**config.mk**
```make
export PLATFORM = sky130hd
export DESIGN_NAME = ghp_ctrl
export DESIGN_NICKNAME = d
export VERILOG_FILES = /design/src/design/ghp_pkg.sv /design/src/design/ghp_ctrl.sv
export SDC_FILE = /design/constraint.sdc
export NUM_CORES = 1
export LEC_CHECK = 0
export BUFFER_PORTS_ARGS = -buffer_cell sky130_fd_sc_hd__buf_4
export CORE_AREA = 8 8 45 47
export CTS_BUF_LIST = sky130_fd_sc_hd__clkbuf_8
export CTS_CLUSTER_SIZE = 8
export DETAILED_ROUTE_END_ITERATION = 12
export DIE_AREA = 0 0 53 55
export GPL_TIMING_DRIVEN = 0
export PLACE_DENSITY = 0.49
export RECOVER_POWER = 100
export SLEW_MARGIN = 20
export SYNTH_ARGS = -nofsm -noshare
export SYNTH_HDL_FRONTEND = slang
export SYNTH_SLANG_ARGS = --single-unit
```
**constraint.sdc**
```tcl
create_clock -name clk -period 1.5 [get_ports clk]
set_clock_uncertainty 0.1 [all_clocks]
set_input_delay 0 -clock clk [delete_from_list [all_inputs] [get_ports clk]]
set_output_delay 0 -clock clk [all_outputs]
set_load 0.01 [all_outputs]
```
**src/design/ghp_pkg.sv**
```systemverilog
// Shared types and constants for the hybrid gshare/perceptron branch predictor.
package ghp_pkg;

	localparam int CFG_IDX_W  = 1;
	localparam int CFG_DATA_W = 8;
	localparam int WMAX_W     = 7;
	localparam int WMIN_W     = 8;
	localparam int LIM_W      = 10;

	localparam logic [CFG_IDX_W-1:0] CFG_WEIGHT_MAX = 1'd0;
	localparam logic [CFG_IDX_W-1:0] CFG_WEIGHT_MIN = 1'd1;

	localparam logic MODE_PREDICT = 1'b0;
	localparam logic MODE_UPDATE  = 1'b1;

	localparam logic [1:0] CNT_MAX = 2'b11;
	localparam logic [1:0] CNT_MIN = 2'b00;

	typedef enum logic [3:0] {
		ST_CLEAR = 4'b0001,
		ST_IDLE  = 4'b0010,
		ST_READ  = 4'b0100,
		ST_EXEC  = 4'b1000
	} ghp_state_t;

	typedef struct packed {
		logic clear;
		logic load;
		logic rd;
		logic go;
	} ghp_cmd_t;

	typedef struct packed {
		logic clear_last;
		logic predict;
		logic out_stall;
	} ghp_stat_t;

endpackage

```
**src/design/ghp_ctrl.sv**
```systemverilog
// Sequencer for the predictor: table clearing, item load, table read, execute.
module ghp_ctrl
	import ghp_pkg::*;
(
	input  logic      clk,
	input  logic      arst_n,
	input  logic      s_tvalid,
	output logic      s_tready,
	input  ghp_stat_t stat,
	output ghp_cmd_t  cmd
);

	ghp_state_t state_q, state_d;

	always_ff @(posedge clk or negedge arst_n) begin
		if (!arst_n) state_q <= ST_CLEAR;
		else state_q <= state_d;
	end

	always_comb begin
		state_d = state_q;
		cmd = '0;
		s_tready = 1'b0;
		case (state_q)
			ST_CLEAR: begin
				cmd.clear = 1'b1;
				if (stat.clear_last) state_d = ST_IDLE;
			end
			ST_IDLE: begin
				s_tready = 1'b1;
				if (s_tvalid) begin
					cmd.load = 1'b1;
					state_d = ST_READ;
				end
			end
			ST_READ: begin
				cmd.rd = 1'b1;
				state_d = ST_EXEC;
			end
			ST_EXEC: begin
				if (!(stat.predict && stat.out_stall)) begin
					cmd.go = 1'b1;
					state_d = ST_IDLE;
				end
			end
			default: state_d = ST_CLEAR;
		endcase
	end

endmodule

```
* After elaboration in Yosys (flattened, before gate mapping)
Cells that the tools add are included. W data, S select, Z words.
Storage, ports and cells: register bits 4, input bits 6, output and inout port bits 5, logic and storage cells 21
Operators by class: equality and inequality tests 7, mux-type cells 11, reductions and logical operators 2
Operator list (count):
- $pmux W4 S4 | 1
- $mux W4 | 3
- $mux W1 | 7
- $ne A2 B2 Y1 const B | 3
- $eq A4 B1 Y1 const B | 1
- $eq A4 B2 Y1 const B | 1
- $eq A4 B3 Y1 const B | 1
- $eq A4 B4 Y1 const B | 1
- $reduce_and A3 Y1 | 1
- $logic_and A1 B1 Y1 | 1

* Longest topological paths before layout
word-level depth 3, depth in mapped cells 4, mapped depth without buffers 3

* Worst setup path before layout
No wires, ideal clock.
kind flip-flop to flip-flop, from register state_q[0], to register state_q[0], setup time 91 ps, arrival 1187 ps, required time 1309 ps, slack 123 ps, cell stages (with the launch flop) 4, buffers on the path 1, clock period less this slack 1377 ps, path through dfstp_2 > buf_2 > nor4b_2 > a2bb2oi_2
On the way: cells in the longest elaborated chain, start to end 3, elaborated cells between the ends (all ways) 9, classes of those cells eq/ne (7); mux (1); reduce/logical (1)
RTL lines:
- start: declaration | RTL line ghp_ctrl.sv:13 | ghp_state_t state_q, state_d;
- start signal: assignment | RTL line ghp_ctrl.sv:17 | else state_q <= state_d;
- $eq A4 B4 Y1 (tied with other cells) | RTL line ghp_ctrl.sv:24 | case (state_q)
- $ne A2 B2 Y1 (no line)
- $reduce_and A3 Y1 (no line)
Parallel ways exist; a longest one is shown, timed or not. A chain may end at the register's enable or synchronous reset.

==> results.md <==
- Net Sw Power: approximately 250 uW
- Setup repair after global routing missed its margin: no
- Area of the core: approximately 1400 um^2
- ANT nets after route: 0
- Least-Margin Pin Slew: between 0.2 and 0.3 ns
- Router iterations before antenna repair: 4
- Power share of the sequential group: 0.274
- Avg WL per Cell: between 10 and 15 um
- Predominant post-synthesis flop cell: dfrtp_1
- Number of global-route vias before repair: 277
- Main combinational cell family by area after synthesis: simple AND/OR/NAND/NOR gates
- WL met1: 295 um
- Top flop regs: state_q x4
- Critical path peak fanout: 9
- Die Width: around 53 um
- Crit. End Element: primary output
- Leakage power figure: about 0.19 nW
- Detailed-routed wire length on met2: about 360 um
- Headroom to the max-slew limit: 0.822
- Buffer cell driving the clock tree root: clkbuf_8
- Top routing layer used: met3
- Number of enable flip-flop cells after synthesis: 0
- Total Power Consumption: approximately 760 uW
- Internal cell power: a little over 500 uW
- Number of I/O port buffers: 10
- Row count: 14
- Top cells by area, synth: dfrtp_1, dfstp_2, o31ai_2, nor4b_4, a2bb2oi_2
- Post-route DRC: 0
- Hold Violations, Final: 0
- Violation count after the first detailed-routing iteration: 1
- Flip-flop and latch count after synthesis: 4
- Type of origin of the critical path: flip-flop
- Proportion of total power due to net switching: 0.324
- Number of vias per cell: around 4.3
- Top-level port count: 11
- Number of antenna cells inserted: 0
- Top cell type's share of synthesized area: 0.255
- Final worst-path cycle share: 0.941
- Crit path required time: around 1.4 ns
- Top cells by instance count after synthesis: dfrtp_1, and2_1, buf_2, nand2_1, o31ai_2
- Post-synthesis cell area: 294 um^2
- Mapped Cells: 26
- Area taken by multi-input logic gates: 174 um^2
- Worst Path Arrival: between 1 and 1.5 ns
- Simple logic cell fraction of the synthesized area: 0.430
- Xor/xnor cell area share of the yosys netlist: 0
- Final weighted congestion in routability-driven placement: between 0.7 and 0.8
- Global routing usage summed across all routing layers: 0.0553
- Sequential cell area: around 100 um^2
- Routed wire length: 701 um
- Number of clock sinks seen by CTS: 4
- Run status: completed
- Cell type contributing the most total cell area after synthesis: dfrtp_1
- Shortest period the worst path allows: between 1 and 1.5 ns
- Power density over cell area: about 1700 nW/um^2
- Chip height: between 50 and 60 um
- Max H-tree Level: 1
- TritonCTS clock tree: built
- Via count: roughly 250
- Worst setup path class: flip-flop to primary output
- Setup tns final: 0 ns
- Register ranked first by flip-flop count: state_q
- Count of maximum capacitance violations: 0
- Post-Synthesis Net Count: 32
- Antenna violations before repair: 0
- Number of filler cells placed in the layout: about 150
- Insertion delay to the later sink of the worst-skew pair: roughly 0.22 ns
- Count of non-filler cells in the finished layout: 58
- Effective utilization at floorplan: 0.212
- Sequential element share of the synthesized area: 0.345
- Share of async-settable or async-resettable flops after synthesis: 1.00
- Worst min-delay path category: input port to flip-flop
- Post-synthesis adder-cell area fraction: 0
- Combinational Power Share: 0.423
- # nets final: between 40 and 50
- Full die area: a little under 3000 um^2
- WL met3: 48 um
- Multiplexer fraction of the synthesized cell area: 0
- Number of setup violations in the final report: 0
- Total global routing overflow: 0
- Clock input transition at the sequential cells of the worst setup and hold paths: 0.03 ns
- Hpwl dp: a little over 500 um
- Placed Instances: 52
- Wire length of the first global-routing pass: roughly 1200 um
- Growth of design area from synthesis to finish: 53.6%
- Post-synthesis cell type count: 20
- FMAX: 709 MHz
- Worst ir drop on vdd: 0.530 mV
- Final Max Slew Viols: 0
- Number of buffers created by CTS: 3
- Share of the synthesized area in compound gates (AO/OA/AOI/OAI): 0.191
- Total of warnings raised by yosys: 0
- Fraction of power consumed by the clock network: 0.303
- Maximum buffer depth of the clock tree: 2
- Largest register FFs: 4
- Fraction of final layout cells with drive strength greater than 1: 0.500
- Pin count of the biggest net entering global routing: 11
- Mean post-synth cell area: roughly 11 um^2
- Most common cell in the netlist: dfrtp_1
area by class of cell:
cell class,instances,area share
Multi-Input combinational cell,20,0.385
Sequential cell,4,0.230
Timing Repair Buffer,13,0.224
Clock buffer,3,0.0914
Tap cell,16,0.0443
Buffer,1,0.0166
Clock inverter,1,0.00831
layout by cell type, fill, tap and decap left out:
cell type / synthesis / layout
a2bb2oi_2: 1 / 1
a31oi_1: 1 / 1
and2_0: 0 / 1
and2_1: 2 / 1
and3b_1: 1 / 1
buf_4: 0 / 9
clkbuf_1: 0 / 1
clkbuf_4: 0 / 1
clkbuf_8: 0 / 3
dfrtp_1: 3 / 1
dfrtp_2: 0 / 2
dfstp_2: 1 / 1
dlygate4sd3_1: 0 / 3
inv_1: 0 / 1
nand2_1: 2 / 2
nor2_1: 1 / 1
nor2b_1: 1 / 2
nor3_1: 1 / 1
nor3_2: 1 / 1
nor3b_1: 1 / 2
nor4b_4: 1 / 2
o21ai_0: 1 / 1
o21ai_1: 1 / 1
o31ai_1: 0 / 1
o31ai_2: 2 / 1
cell families after synthesis:
family / after synthesis
compound gates: 6
simple gates: 14
flops: 4
buf+inv: 2
path summary, 6_finish.rpt:
path / slack, ns / endpoint / startpoint / depth (start not counted)
max in group asynchronous: 1.02 / state_q[0] / arst_n / 2
max: 0.09 / cmd[3] / state_q[0] / 2
min in group asynchronous: 0.04 / state_q[1] / arst_n / 2
min reg2reg: 0.52 / state_q[0] / state_q[0] / 1
max reg2reg: 0.22 / state_q[0] / state_q[2] / 3
min: 0.009 / state_q[1] / stat[0] / 4
stage by stage:
stage,utilization,setup WS [ns],hold WS [ns],cell area (um^2)
global route,0.326,0.00807,0.0315,452
detailed placement,0.281,0.157,-0.304,389
finish,0.326,0.0890,0.00865,452
floorplan,-,0.123,-0.396,294
global placement,0.281,0.179,-0.305,389
CTS,0.338,0.0193,0.00624,468
timing repair:
| action | 4_1_cts | 5_1_grt |
|---|---|---|
| buffers inserted | 0 | 0 |
| gates resized for setup | 1 | 3 |
| endpoints found under the hold margin | 6 | 0 |
| pin swaps | 0 | 0 |
| setup endpoints to repair | 1 | 3 |
| hold buffers | 3 | 0 |
power groups by stage:
stage | logic [mW] | clock network [mW] | registers, mW
after global routing | 0.351 | 0.244 | 0.214
after CTS | 0.339 | 0.235 | 0.210
after floorplan | 0.262 | 0 | 0.162
final | 0.323 | 0.231 | 0.209
after global placement | 0.355 | 0 | 0.166
after detailed placement | 0.358 | 0 | 0.167
worst max-delay path, cell delays in order (launching register included):
cell and delay, ns:
dfstp_2 0.65, nor4b_4 0.27, buf_4 0.17
metal layers:
metal / GRT usage / up-vias
met3: 0.0134 / 0
li1: - / 127
met1: 0.0627 / 115
met5: 0 / -
met2: 0.0840 / 6
met4: 0.0517 / 0
No activity file was read; power rests on OpenSTA's default activity.
